[config.mk]
export PLATFORM = sky130hd
export DESIGN_NAME = barometer_compensation
export DESIGN_NICKNAME = d
export VERILOG_FILES = /design/src/rtl/core/bc_pkg.sv /design/src/rtl/core/bc_fifo.sv /design/src/rtl/core/bc_divider.sv /design/src/rtl/core/bc_engine.sv /design/src/rtl/core/barometer_compensation.sv
export SDC_FILE = /design/constraint.sdc
export NUM_CORES = 2
export LEC_CHECK = 0
export BUFFER_PORTS_ARGS = -buffer_cell sky130_fd_sc_hd__buf_4
export CORE_MARGIN = 5
export CORE_UTILIZATION = 34
export DETAILED_ROUTE_END_ITERATION = 10
export RECOVER_POWER = 100
export SKIP_LAST_GASP = 1
export SYNTH_ARGS = -nofsm -noshare
export SYNTH_HDL_FRONTEND = slang
export SYNTH_SLANG_ARGS = --single-unit
[constraint.sdc]
create_clock -name clk_i -period 21.2 [get_ports clk_i]
set_clock_uncertainty 0.05 [all_clocks]
set_input_delay 3.18 -clock clk_i [delete_from_list [all_inputs] [get_ports clk_i]]
set_output_delay 3.18 -clock clk_i [all_outputs]
set_load 0.02 [all_outputs]
[src/rtl/core/bc_pkg.sv]
// Shared types and constants for the barometer compensation block.
// No dependencies.
package bc_pkg;

  localparam int unsigned QueueDepth = 2;
  localparam int unsigned CfgIdxW    = 8;
  localparam int unsigned CfgDataW   = 64;

  // register indexes
  localparam logic [CfgIdxW-1:0] REG_CAL_A = 8'd0;
  localparam logic [CfgIdxW-1:0] REG_CAL_B = 8'd1;
  localparam logic [CfgIdxW-1:0] REG_CAL_C = 8'd2;
  localparam logic [CfgIdxW-1:0] REG_OSS   = 8'd3;

  localparam logic [1:0]  OssReset   = 2'd3;
  localparam logic [31:0] TempOffset = 32'd4000;
  localparam logic [31:0] KP1        = 32'd3038;
  localparam logic [31:0] KP2        = 32'hFFFF_E343; // -7357
  localparam logic [31:0] KP3        = 32'd3791;
  localparam logic [31:0] KScale     = 32'd50000;
  localparam logic [31:0] KBias      = 32'd32768;

  typedef struct packed {
    logic [15:0] raw_temperature;
    logic [23:0] raw_pressure;
  } in_word_t;

  typedef struct packed {
    logic signed [15:0] temperature;
    logic signed [31:0] pressure;
    logic               divide_error;
  } out_word_t;

  typedef struct packed {
    logic [63:0] cal_a;
    logic [63:0] cal_b;
    logic [31:0] cal_c;
    logic [1:0]  oss;
  } cal_t;

  function automatic logic [31:0] sext16(input logic [15:0] v);
    return {{16{v[15]}}, v};
  endfunction

  function automatic logic [31:0] asr32(input logic [31:0] v, input logic [4:0] sh);
    return $unsigned($signed(v) >>> sh);
  endfunction

endpackage

[src/rtl/core/bc_fifo.sv]
// Short queue between the accept side and the compute engine.
// Depends on bc_pkg for the word type.
module bc_fifo #(
  parameter int unsigned Depth = bc_pkg::QueueDepth
) (
  input  logic             clk_i,
  input  logic             rst_ni,
  input  logic             push_i,
  input  bc_pkg::in_word_t data_i,
  output logic             full_o,
  output logic             empty_o,
  input  logic             pop_i,
  output bc_pkg::in_word_t data_o
);

  localparam int unsigned PtrW = (Depth > 1) ? $clog2(Depth) : 1;
  localparam int unsigned CntW = $clog2(Depth + 1);

  bc_pkg::in_word_t mem_q [Depth];
  logic [PtrW-1:0] wr_q, wr_d, rd_q, rd_d;
  logic [CntW-1:0] cnt_q, cnt_d;

  assign full_o  = (cnt_q == CntW'(Depth));
  assign empty_o = (cnt_q == '0);
  assign data_o  = mem_q[rd_q];

  always_comb begin
    wr_d  = wr_q;
    rd_d  = rd_q;
    cnt_d = cnt_q;
    if (push_i) begin
      wr_d = (wr_q == PtrW'(Depth - 1)) ? '0 : wr_q + 1'b1;
    end
    if (pop_i) begin
      rd_d = (rd_q == PtrW'(Depth - 1)) ? '0 : rd_q + 1'b1;
    end
    if (push_i && !pop_i) begin
      cnt_d = cnt_q + 1'b1;
    end else if (pop_i && !push_i) begin
      cnt_d = cnt_q - 1'b1;
    end
  end

  always_ff @(posedge clk_i or negedge rst_ni) begin
    if (!rst_ni) begin
      wr_q  <= '0;
      rd_q  <= '0;
      cnt_q <= '0;
    end else begin
      wr_q  <= wr_d;
      rd_q  <= rd_d;
      cnt_q <= cnt_d;
    end
  end

  always_ff @(posedge clk_i) begin
    if (push_i) begin
      mem_q[wr_q] <= data_i;
    end
  end

endmodule

[src/rtl/core/bc_divider.sv]
// 32-bit unsigned restoring divider, one quotient bit per cycle.
// No dependencies.
module bc_divider (
  input  logic        clk_i,
  input  logic        rst_ni,
  input  logic        start_i,
  input  logic [31:0] num_i,
  input  logic [31:0] den_i,
  output logic        done_o,
  output logic [31:0] quo_o
);

  logic        busy_q, done_q;
  logic [4:0]  cnt_q;
  logic [31:0] rem_q, quo_q, den_q;
  logic [32:0] rem_sh, diff;

  assign rem_sh = {rem_q, quo_q[31]};
  assign diff   = rem_sh - {1'b0, den_q};
  assign done_o = done_q;
  assign quo_o  = quo_q;

  always_ff @(posedge clk_i or negedge rst_ni) begin
    if (!rst_ni) begin
      busy_q <= 1'b0;
      done_q <= 1'b0;
      cnt_q  <= '0;
    end else begin
      done_q <= 1'b0;
      if (start_i) begin
        busy_q <= 1'b1;
        cnt_q  <= 5'd31;
      end else if (busy_q) begin
        cnt_q <= cnt_q - 1'b1;
        if (cnt_q == '0) begin
          busy_q <= 1'b0;
          done_q <= 1'b1;
        end
      end
    end
  end

  always_ff @(posedge clk_i) begin
    if (start_i) begin
      rem_q <= '0;
      quo_q <= num_i;
      den_q <= den_i;
    end else if (busy_q) begin
      if (!diff[32]) begin
        rem_q <= diff[31:0];
        quo_q <= {quo_q[30:0], 1'b1};
      end else begin
        rem_q <= rem_sh[31:0];
        quo_q <= {quo_q[30:0], 1'b0};
      end
    end
  end

endmodule

[src/rtl/core/bc_engine.sv]
// Compute engine: sequencer over one shared 32x32 multiplier and the divider.
// Depends on bc_pkg and bc_divider.
module bc_engine (
  input  logic              clk_i,
  input  logic              rst_ni,
  input  bc_pkg::cal_t      cal_i,
  input  logic              head_valid_i,
  input  bc_pkg::in_word_t  head_i,
  output logic              pop_o,
  output logic              res_valid_o,
  output bc_pkg::out_word_t res_o,
  input  logic              res_ack_i
);

  localparam logic [4:0] S_IDLE = 5'd0;
  localparam logic [4:0] S_T0   = 5'd1;
  localparam logic [4:0] S_T1   = 5'd2;
  localparam logic [4:0] S_TDIV = 5'd3;
  localparam logic [4:0] S_T2   = 5'd4;
  localparam logic [4:0] S_P1   = 5'd5;
  localparam logic [4:0] S_P2   = 5'd6;
  localparam logic [4:0] S_P3   = 5'd7;
  localparam logic [4:0] S_P4   = 5'd8;
  localparam logic [4:0] S_P5   = 5'd9;
  localparam logic [4:0] S_P6   = 5'd10;
  localparam logic [4:0] S_P7   = 5'd11;
  localparam logic [4:0] S_PDIV = 5'd12;
  localparam logic [4:0] S_P8   = 5'd13;
  localparam logic [4:0] S_P9   = 5'd14;
  localparam logic [4:0] S_P10  = 5'd15;
  localparam logic [4:0] S_P11  = 5'd16;
  localparam logic [4:0] S_DONE = 5'd17;

  logic [31:0] ac1, ac2, ac3, ac4, ac5, ac6, b1, b2, mc, md;
  assign ac1 = bc_pkg::sext16(cal_i.cal_a[15:0]);
  assign ac2 = bc_pkg::sext16(cal_i.cal_a[31:16]);
  assign ac3 = bc_pkg::sext16(cal_i.cal_a[47:32]);
  assign ac4 = {16'd0, cal_i.cal_a[63:48]};
  assign ac5 = {16'd0, cal_i.cal_b[15:0]};
  assign ac6 = {16'd0, cal_i.cal_b[31:16]};
  assign b1  = bc_pkg::sext16(cal_i.cal_b[47:32]);
  assign b2  = bc_pkg::sext16(cal_i.cal_b[63:48]);
  assign mc  = bc_pkg::sext16(cal_i.cal_c[15:0]);
  assign md  = bc_pkg::sext16(cal_i.cal_c[31:16]);

  logic [4:0]  st_q, st_d;
  logic [15:0] ut_q;
  logic [23:0] up_q;
  logic [31:0] prod_q, prod_d, ma, mb;
  logic [31:0] x1_q, x1_d, t0_q, t0_d, b6_q, b6_d, sq_q, sq_d;
  logic [31:0] b3_q, b3_d, b4_q, b4_d, p_q, p_d;
  logic        neg_q, neg_d, b7hi_q, b7hi_d;
  bc_pkg::out_word_t res_q, res_d;

  logic        div_start, div_done;
  logic [31:0] div_num, div_den, div_quo;

  bc_divider u_div (
    .clk_i  (clk_i),
    .rst_ni (rst_ni),
    .start_i(div_start),
    .num_i  (div_num),
    .den_i  (div_den),
    .done_o (div_done),
    .quo_o  (div_quo)
  );

  logic [31:0] tden, tnum, tq, b5, tsc, ts, x3, tt, tv, b7, up_sh, scale, pq, pa;

  always_comb begin
    st_d      = st_q;
    prod_d    = prod_q;
    ma        = '0;
    mb        = '0;
    x1_d      = x1_q;
    t0_d      = t0_q;
    b6_d      = b6_q;
    sq_d      = sq_q;
    b3_d      = b3_q;
    b4_d      = b4_q;
    p_d       = p_q;
    neg_d     = neg_q;
    b7hi_d    = b7hi_q;
    res_d     = res_q;
    pop_o     = 1'b0;
    div_start = 1'b0;
    div_num   = '0;
    div_den   = '0;
    tden      = bc_pkg::asr32(prod_q, 5'd15) + md;
    tnum      = mc << 11;
    tq        = neg_q ? (32'd0 - div_quo) : div_quo;
    b5        = x1_q + tq;
    tsc       = bc_pkg::asr32((b5 << 3) + (b5 << 1) + 32'd8, 5'd4);
    ts        = tsc;
    x3        = '0;
    tt        = '0;
    tv        = '0;
    b7        = prod_q;
    up_sh     = {8'd0, up_q} >> (4'd8 - {2'd0, cal_i.oss});
    scale     = bc_pkg::KScale >> cal_i.oss;
    pq        = b7hi_q ? (div_quo << 1) : div_quo;
    pa        = bc_pkg::asr32(pq, 5'd8);

    case (st_q)
      S_IDLE: begin
        if (head_valid_i) begin
          pop_o = 1'b1;
          st_d  = S_T0;
        end
      end
      S_T0: begin
        ma   = {16'd0, ut_q} - ac6;
        mb   = ac5;
        st_d = S_T1;
      end
      S_T1: begin
        x1_d = bc_pkg::asr32(prod_q, 5'd15);
        if (tden == '0) begin
          res_d = '{temperature: '0, pressure: '0, divide_error: 1'b1};
          st_d  = S_DONE;
        end else begin
          div_start = 1'b1;
          div_num   = tnum[31] ? (32'd0 - tnum) : tnum;
          div_den   = tden[31] ? (32'd0 - tden) : tden;
          neg_d     = tnum[31] ^ tden[31];
          st_d      = S_TDIV;
        end
      end
      S_TDIV: begin
        if (div_done) begin
          st_d = S_T2;
        end
      end
      S_T2: begin
        // saturate to 16 bits
        if ($signed(tsc) > 32'sd32767) begin
          ts = 32'd32767;
        end else if ($signed(tsc) < -32'sd32768) begin
          ts = 32'hFFFF_8000;
        end
        res_d.temperature  = ts[15:0];
        res_d.divide_error = 1'b0;
        b6_d = b5 - bc_pkg::TempOffset;
        ma   = b6_d;
        mb   = b6_d;
        st_d = S_P1;
      end
      S_P1: begin
        sq_d = bc_pkg::asr32(prod_q, 5'd12);
        ma   = b2;
        mb   = sq_d;
        st_d = S_P2;
      end
      S_P2: begin
        t0_d = bc_pkg::asr32(prod_q, 5'd11);
        ma   = ac2;
        mb   = b6_q;
        st_d = S_P3;
      end
      S_P3: begin
        x3   = t0_q + bc_pkg::asr32(prod_q, 5'd11);
        tt   = ((ac1 << 2) + x3) << cal_i.oss;
        tv   = tt + 32'd2;
        b3_d = tv[31] ? (32'd0 - ((32'd0 - tv) >> 2)) : (tv >> 2);
        ma   = ac3;
        mb   = b6_q;
        st_d = S_P4;
      end
      S_P4: begin
        t0_d = bc_pkg::asr32(prod_q, 5'd13);
        ma   = b1;
        mb   = sq_q;
        st_d = S_P5;
      end
      S_P5: begin
        x3   = bc_pkg::asr32(t0_q + bc_pkg::asr32(prod_q, 5'd16) + 32'd2, 5'd2);
        ma   = ac4;
        mb   = x3 + bc_pkg::KBias;
        st_d = S_P6;
      end
      S_P6: begin
        b4_d = prod_q >> 15;
        if (b4_d == '0) begin
          res_d = '{temperature: '0, pressure: '0, divide_error: 1'b1};
          st_d  = S_DONE;
        end else begin
          ma   = up_sh - b3_q;
          mb   = scale;
          st_d = S_P7;
        end
      end
      S_P7: begin
        b7hi_d    = b7[31];
        div_start = 1'b1;
        div_num   = b7[31] ? b7 : (b7 << 1);
        div_den   = b4_q;
        st_d      = S_PDIV;
      end
      S_PDIV: begin
        if (div_done) begin
          st_d = S_P8;
        end
      end
      S_P8: begin
        p_d  = pq;
        ma   = pa;
        mb   = pa;
        st_d = S_P9;
      end
      S_P9: begin
        ma   = prod_q;
        mb   = bc_pkg::KP1;
        st_d = S_P10;
      end
      S_P10: begin
        t0_d = bc_pkg::asr32(prod_q, 5'd16);
        ma   = bc_pkg::KP2;
        mb   = p_q;
        st_d = S_P11;
      end
      S_P11: begin
        res_d.pressure = p_q + bc_pkg::asr32(
          t0_q + bc_pkg::asr32(prod_q, 5'd16) + bc_pkg::KP3, 5'd4);
        st_d = S_DONE;
      end
      S_DONE: begin
        if (res_ack_i) begin
          st_d = S_IDLE;
        end
      end
      default: begin
        st_d = S_IDLE;
      end
    endcase
    prod_d = ma * mb;
  end

  assign res_valid_o = (st_q == S_DONE);
  assign res_o       = res_q;

  always_ff @(posedge clk_i or negedge rst_ni) begin
    if (!rst_ni) begin
      st_q <= S_IDLE;
    end else begin
      st_q <= st_d;
    end
  end

  always_ff @(posedge clk_i) begin
    if (pop_o) begin
      ut_q <= head_i.raw_temperature;
      up_q <= head_i.raw_pressure;
    end
    prod_q <= prod_d;
    x1_q   <= x1_d;
    t0_q   <= t0_d;
    b6_q   <= b6_d;
    sq_q   <= sq_d;
    b3_q   <= b3_d;
    b4_q   <= b4_d;
    p_q    <= p_d;
    neg_q  <= neg_d;
    b7hi_q <= b7hi_d;
    res_q  <= res_d;
  end

endmodule

[src/rtl/core/barometer_compensation.sv]
// Top level of the barometer compensation block: config registers, input
// queue, compute engine and output register. Depends on bc_pkg, bc_fifo, bc_engine.
//
// Usage:
//  - Input channel (in_valid_i/in_ready_o/in_word_i): one word holds a raw
//    temperature and a raw pressure reading. Words queue in a short FIFO,
//    so the sender is stalled only when the FIFO is full.
//  - Output channel (out_valid_o/out_ready_i/out_word_o): one word per input
//    word: temperature in 0.01 degC, pressure in Pa, divide_error flag.
//  - Config channel (cfg_valid_i/cfg_ready_o/cfg_index_i/cfg_data_i): always
//    ready; index 0..3 selects cal_word_a, cal_word_b, cal_word_c,
//    oversampling. Other indexes are dropped. Write only while idle.
//  - The engine works on one word at a time and pops the next only after
//    its result is taken: two waits on the shared bit-serial divider
//    (temperature, then pressure) plus one step per cycle on a
//    single 32x32 multiplier.
//  - A zero divisor ends the word early: divide_error set, results zero.
//  - Reset clears the calibration words, sets oversampling to 3 and empties
//    the FIFO and the output register.
//  - When the receiver stalls, the result waits in the output register, the
//    engine holds its finished word, and the FIFO keeps taking input until it is full.
module barometer_compensation #(
  parameter int unsigned QueueDepth = bc_pkg::QueueDepth
) (
  input  logic                         clk_i,
  input  logic                         rst_ni,
  input  logic                         in_valid_i,
  output logic                         in_ready_o,
  input  bc_pkg::in_word_t             in_word_i,
  output logic                         out_valid_o,
  input  logic                         out_ready_i,
  output bc_pkg::out_word_t            out_word_o,
  input  logic                         cfg_valid_i,
  output logic                         cfg_ready_o,
  input  logic [bc_pkg::CfgIdxW-1:0]   cfg_index_i,
  input  logic [bc_pkg::CfgDataW-1:0]  cfg_data_i
);

  bc_pkg::cal_t cal_q;

  // config writes
  assign cfg_ready_o = 1'b1;

  always_ff @(posedge clk_i or negedge rst_ni) begin
    if (!rst_ni) begin
      cal_q.cal_a <= '0;
      cal_q.cal_b <= '0;
      cal_q.cal_c <= '0;
      cal_q.oss   <= bc_pkg::OssReset;
    end else if (cfg_valid_i) begin
      case (cfg_index_i)
        bc_pkg::REG_CAL_A: cal_q.cal_a <= cfg_data_i;
        bc_pkg::REG_CAL_B: cal_q.cal_b <= cfg_data_i;
        bc_pkg::REG_CAL_C: cal_q.cal_c <= cfg_data_i[31:0];
        bc_pkg::REG_OSS:   cal_q.oss   <= cfg_data_i[1:0];
        default: begin
        end
      endcase
    end
  end

  // front: accept into queue
  logic             q_full, q_empty, q_pop, q_push;
  bc_pkg::in_word_t q_head;

  assign in_ready_o = !q_full;
  assign q_push     = in_valid_i && !q_full;

  bc_fifo #(
    .Depth(QueueDepth)
  ) u_fifo (
    .clk_i  (clk_i),
    .rst_ni (rst_ni),
    .push_i (q_push),
    .data_i (in_word_i),
    .full_o (q_full),
    .empty_o(q_empty),
    .pop_i  (q_pop),
    .data_o (q_head)
  );

  // back: compute
  logic              res_valid, res_ack;
  bc_pkg::out_word_t res;

  bc_engine u_engine (
    .clk_i       (clk_i),
    .rst_ni      (rst_ni),
    .cal_i       (cal_q),
    .head_valid_i(!q_empty),
    .head_i      (q_head),
    .pop_o       (q_pop),
    .res_valid_o (res_valid),
    .res_o       (res),
    .res_ack_i   (res_ack)
  );

  // output register
  logic              out_valid_q;
  bc_pkg::out_word_t out_word_q;

  assign res_ack = res_valid && (!out_valid_q || out_ready_i);

  always_ff @(posedge clk_i or negedge rst_ni) begin
    if (!rst_ni) begin
      out_valid_q <= 1'b0;
    end else if (res_ack) begin
      out_valid_q <= 1'b1;
    end else if (out_ready_i) begin
      out_valid_q <= 1'b0;
    end
  end

  always_ff @(posedge clk_i) begin
    if (res_ack) begin
      out_word_q <= res;
    end
  end

  assign out_valid_o = out_valid_q;
  assign out_word_o  = out_word_q;

endmodule

After elaboration in Yosys (flattened, before gate mapping)
Memories as Yosys holds them, arrays and structs flattened. A register that Yosys moved wholly into a read port is not among the register bits. Cells that the tools add are included.

Memory bits (writable): 80. Memories kept: 1. Input bits: 117. Register bits: 588. Logic and storage cells: 179.

$add $sub $neg: 27. Shift operators: 3. $mul: 1. Order comparisons: 2. Muxes and demuxes: 53. Bitwise logic cells: 2. Reduce and logical (&&, ||, !) cells: 30. Eq/ne operators: 27.

Memory list: u_fifo.mem_q (depth 2, bits a word 40, read ports 1, clocked after memory_dff 1, write ports 1, RTL line bc_fifo.sv:19) `bc_pkg::in_word_t mem_q [Depth];`.

Operators by type and width (number): two-way mux 32 bit (12); case mux 32 bit (11 select lines) (1); case mux 32 bit (10 select lines) (1); adder 32 bit (6); case mux 32 bit (3 select lines) (2); case mux 32 bit (2 select lines) (2); two-way mux 49 bit (2); subtractor 1 x 32 -> 32 bit (first input constant) (3); case mux 5 bit (18 select lines) (1); adder 32 x 2 -> 32 bit (second input constant) (2); zero test 32 bit (2); case mux 16 bit (3 select lines) (1); == test 5 x 4 -> 1 bit (second input constant) (8); two-way mux 5 bit (8); subtractor 33 x 32 -> 33 bit (1); adder 32 x 12 -> 32 bit (second input constant) (1); adder 32 x 4 -> 32 bit (second input constant) (1); multiplier 32 x 32 -> 32 bit (1); two-way mux 16 bit (2); left shift 32 x 2 -> 32 bit (1); >> shifter 16 x 2 -> 32 bit (first input constant) (1); >> shifter 24 x 4 -> 32 bit (1); subtractor 32 x 12 -> 32 bit (second input constant) (1); subtractor 32 bit (1); 40 further kinds (83).

Logic depth before layout (Yosys ltp)
Depth after elaboration: 9. Mapped depth: 55. Gate-level depth less buffers: 48.

By module
From an unflattened synthesis, not the netlist that was laid out.

Cell total of the unflattened synthesis: 6399. Area, all modules: 62932.9 µm².

By module, submodules not included: bc_engine (area each 45373.5 µm², cells an instance 5233, seq. area each 8483.1 µm², times used 1); barometer_compensation (area each 8190.4 µm², cells an instance 406, seq. area each 5552.8 µm², times used 1); bc_divider (area each 6092.1 µm², cells an instance 619, seq. area each 2737.6 µm², times used 1); bc_fifo (area each 3276.9 µm², cells an instance 141, seq. area each 2502.4 µm², times used 1).

Worst setup path after synthesis
OpenSTA, ideal clock, no wires.

Kind: register to register. Start point: reg cal_q[0] (netlist name). End point: reg u_engine.prod_q[31], in the netlist u_engine.b7[31]. Period minus slack after synthesis: 12763 ps. Stages on the path, launching flop included: 47. Buffers on the path: 7. Required time: 21030 ps. Path slack: 8437 ps. Arrival time: 12593 ps. Setup time: 120 ps. Cell sequence: dfstp_2 > inv_2 > clkbuf_1 > clkbuf_1 > clkbuf_1 > buf_1 > ha_1 > clkbuf_1 > buf_1 > buf_1 > mux2i_1 > nand2_1 > o211ai_1 > o21ai_0 > ha_1 > o21a_1 > o21ai_0 > nor2_1 > (+11 left out) > fa_1 > fa_1 > fa_1 > fa_1 > fa_1 > fa_1 > xor2_1 > xnor2_1 > xnor2_1 > xnor2_1 > xnor2_1 > xnor2_1 > xnor2_1 > xnor3_1 > xnor3_1 > xnor3_1 > xor3_1 > xnor2_1.

Cells in the longest elaborated chain, start to end: 6.

Ends and longest elaborated chain: from (decl) (RTL line barometer_compensation.sv:39) `bc_pkg::cal_t cal_q;`; subtractor 4 x 2 -> 4 bit (RTL line bc_engine.sv:99) `up_sh = {8'd0, up_q} >> (4'd8 - {2'd0, cal_i.oss});`; >> shifter 24 x 4 -> 32 bit (RTL line bc_engine.sv:99); subtractor 32 bit (RTL line bc_engine.sv:187) `ma = up_sh - b3_q;`; two-way mux 32 bit (RTL line bc_engine.sv:183) `if (b4_d == '0) begin`; case mux 32 bit (11 select lines) (RTL line bc_engine.sv:104) `case (st_q)`; multiplier 32 x 32 -> 32 bit * (RTL line bc_engine.sv:235) `prod_d = ma * mb;`; net u_engine.prod_d[31] (RTL line bc_engine.sv:49) `logic [31:0] prod_q, prod_d, ma, mb;`; to (signal assigned) (RTL line bc_engine.sv:254) `prod_q <= prod_d;`; to (decl) (RTL line bc_engine.sv:49).

The timed path passes the listed nets; every way through them passes the cells marked *. A chain may end at the register's enable or synchronous reset.

Final worst setup path
Start point: reg u_engine.st_q[0]. End point: reg u_engine.prod_q[31], in the netlist u_engine.b7[31].

Cells in the longest elaborated chain, start to end: 4.

Ends and longest elaborated chain: from (decl) (RTL line bc_engine.sv:46) `logic [4:0] st_q, st_d;`; from (signal assigned) (RTL line bc_engine.sv:245) `st_q <= st_d;`; == test 5 x 3 -> 1 bit (RTL line bc_engine.sv:104); OR reduction 2 bit (no source line); case mux 32 bit (10 select lines) (RTL line bc_engine.sv:104); multiplier 32 x 32 -> 32 bit * (RTL line bc_engine.sv:235); net u_engine.prod_d[31] (RTL line bc_engine.sv:49).

Marked as above.

==> results.json <==
{
  "cp_data_required_time_ns": 21.71,
  "reg2reg_setup_slack_ns": 5.13,
  "cts.sinks": 685,
  "fmax_ghz": 0.0622,
  "startpoint_type": "flop",
  "cpMostUsedCell": "fa_1",
  "yosysTopAreaCell": "edfxtp_1",
  "hp-class": "reg -> reg",
  "numCtsBuffers": 72,
  "synth_edf_count": 442,
  "drive_above_1_share_pct": 9.13,
  "crit_path_end_kind": "flop",
  "rsz0062_at_grt": "no",
  "ys_seq_area_share_pct": 31.1,
  "violations": "max-capacitance violations, max-slew violations",
  "crit_family": "buffers and inverters",
  "grt_overflow": 0,
  "synth_area_leaders": "edfxtp_1, fa_1, ha_1",
  "antenna_left": 0,
  "hold_violations": 0,
  "wl_per_cell_um": 23.0,
  "drt-initial-drc-count": 4631,
  "max_cap_viol_count": 44,
  "status": "complete, but fails checks",
  "first_global_vias": 47900,
  "initial_core_util_pct": 34.2,
  "cts_setup_buffers": 0,
  "cts.clk_slew.worst_paths_ns": 0.07,
  "cts_hold_buf": 0,
  "rows": 155,
  "worst_path_max_delay_cell": "clkbuf_1",
  "slew_headroom_pct": -329,
  "crit_buf_inv": 9,
  "antenna_found_initial": 18,
  "cts.htree.levels": 3,
  "vias": 49200,
  "cp.arrival_ns": 16.59,
  "yosys.area.top_type_share_pct": 21.7,
  "setup_violations": 0,
  "yosys.cell_types.count": 115,
  "final_core_util_pct": 37.6,
  "synth_mux_area_share_pct": 6.14,
  "synth_top_family_by_area": "adder cells",
  "maxSlewViolCount": 1413,
  "drtPass1Iterations": 6,
  "num_io_pins": 169,
  "min_period_ns": 16.07,
  "regArea_um2": 19000,
  "path_class": "reg -> reg",
  "fin_crit_sh_pct": 75.8,
  "clkLatencyLatePin_ns": 0.68,
  "grt_max_degree": 114,
  "worstMarginPinSlew_ns": 6.43,
  "setup_tns_ns": 0,
  "slowest_delay_ns": 2.26,
  "synthFlopType": "edfxtp_1",
  "finalInstanceArea_um2": 67200,
  "synth-seq-cells": 685,
  "yosys.area_share.simple_pct": 14.0,
  "dieArea_um2": 188000,
  "multi_input_area_um2": 38500,
  "synth_compound_area_share_pct": 14.3,
  "drc": 0,
  "postRouteWirelength_um": 203000,
  "post_drt_via_cell_ratio": 5.56,
  "cts_resized": 0,
  "place_congestion": 0.938,
  "ys_warn_count": 0,
  "syn_area_um2": 61100,
  "syn-mean-instance-area_um2": 9.65,
  "fillCellCount": 17800,
  "netlist_instances": 6334,
  "synth-adder-area-share_pct": 22.2,
  "synth-async-reset-ratio_pct": 26.1,
  "synth-xor-area-share_pct": 6.25,
  "fp.dieW_um": 434,
  "placed_area_um2": 65300,
  "post-place-ws_ns": 7.05,
  "core_um2": 179000,
  "grt_pass1_wl_um": 302000,
  "place_hpwl_um": 156000,
  "cts_root_buf": "clkbuf_16",
  "grt_use_total_pct": 21.2,
  "cts_tree": "done",
  "cts.path.max_buffers": 3,
  "portBuffers": 163,
  "die_h_um": 434,
  "syn_to_final_growth_pct": 9.92,
  "finalWorstSetupSlack_ns": 5.13,
  "fin_nets": 7361,
  "cp_max_fo": 50
}
Yosys cell counts (all sizes together), types with 17 or more instances:
cell / instances
o2111ai: 17
a21boi: 32
mux2i: 89
mux2: 244
nor4: 39
nand3: 118
or3: 66
and2: 85
nor3: 134
fa: 436
o31ai: 40
clkbuf: 248
xnor2: 294
and3: 40
a221oi: 25
xor2: 124
o221ai: 20
a22o: 26
or4: 17
nor2: 421
a31oi: 40
a21oi: 272
a211o: 25
inv: 688
a222oi: 26
or2: 32
o21ai: 252
o211ai: 38
nand2: 688
ha: 388
nor2b: 40
a22oi: 62
dfrtp: 177
edfxtp: 442
buf: 32
nand2b: 42
nand4: 34
a2111oi: 23
o21a: 57
o21bai: 36
a21o: 80
nand3b: 19
nor3b: 20
dfxtp: 64
a211oi: 57
cells in the final DEF, fill, tap and decap left out, types with 63 or more instances in the layout:
cell type / count
nor2_1: 417
xnor2_1: 293
or3_1: 66
nand3_1: 118
mux2_2: 220
nor3_1: 125
clkbuf_1: 127
dfxtp_1: 63
clkbuf_16: 75
a21oi_1: 272
inv_1: 686
mux2i_1: 89
fa_1: 436
edfxtp_1: 442
xor2_1: 124
o21ai_0: 239
a21o_1: 80
dfrtp_1: 176
and2_1: 76
nand2_1: 687
ha_1: 388
buf_4: 135
state kept, by name, summed over array words and instances, names as in the netlist, 2 cells and up:
| register | count |
|---|---|
| u_engine.x1_q | 17 |
| u_engine.b7 | 32 |
| u_engine.b4_q | 17 |
| out_word_o | 49 |
| u_engine.u_div.rem_q | 32 |
| u_engine.up_q | 20 |
| u_engine.u_div.cnt_q | 5 |
| u_engine.p_q | 32 |
| u_engine.sq_q | 20 |
| u_engine.res_o | 49 |
| u_fifo.mem_q | 72 |
| u_engine.st_q | 5 |
| u_engine.t0_q | 21 |
| u_engine.ut_q | 16 |
| u_engine.b3_q | 31 |
| u_engine.b6_q | 32 |
| u_fifo.cnt_q | 2 |
| u_engine.u_div.quo_o | 32 |
| u_engine.u_div.den_q | 32 |
| cal_q | 162 |
logic make-up (layout without fill, tap and decap cells):
kind of cell / after synthesis / count (layout)
buf+inv: 970 / 1094
other cells: 2 / 36
simple gates: 1823 / 1823
xor+xnor: 425 / 425
mux: 338 / 338
compound gates: 1267 / 1267
flops: 685 / 685
fa+ha+maj: 824 / 824
worst paths after layout:
check / startpoint / cells after the start / to
min in group asynchronous: rst_ni / 1 / cal_q[134]$_DFFE_PN0P_
min: u_engine.res_o[9]$_SDFFCE_PN0P_ / 0 / out_word_o[9]$_DFFE_PP_
max: u_engine.st_q[0]$_DFFE_PN0P_ / 35 / u_engine.b7[31]$_DFF_P_
max in group asynchronous: rst_ni / 2 / cal_q[41]$_DFFE_PN0P_
min reg2reg: u_engine.res_o[9]$_SDFFCE_PN0P_ / 0 / out_word_o[9]$_DFFE_PP_
max reg2reg: u_engine.st_q[0]$_DFFE_PN0P_ / 35 / u_engine.b7[31]$_DFF_P_
stage by stage:
stage,hold slack [ns],std cells
global placement,0.352,8701
detailed placement,0.355,8701
floorplan,0.350,6351
CTS,0.368,8830
finish,0.366,8847
global route,0.377,8842
layer usage:
| metal | global-route usage (%) | wire length, um | share of wire, % | vias to the layer above |
|---|---|---|---|---|
| li1 | - | - | - | 22300 |
| met1 | 28.3 | 85600 | 42 | 24400 |
| met2 | 32.9 | 89300 | 44 | 2058 |
| met3 | 4.28 | 17300 | 8.5 | 402 |
| met4 | 10.0 | 11200 | 5.5 | 6 |
| met5 | 0 | 38 | 0.019 | - |
layout make-up:
type / count / share of cell area (%)
multi-input cells: 4696 / 57.3
clock buffers: 94 / 3.00
diodes: 17 / 0.0633
inverters: 690 / 3.85
flip-flops and latches: 685 / 28.3
clock inverters: 35 / 0.601
well taps: 2355 / 4.38
repair buffers: 275 / 2.43
Power is left out: the tool's default activity adds up to more than one toggle a clock period on the data nets, which glitch-free logic cannot reach.
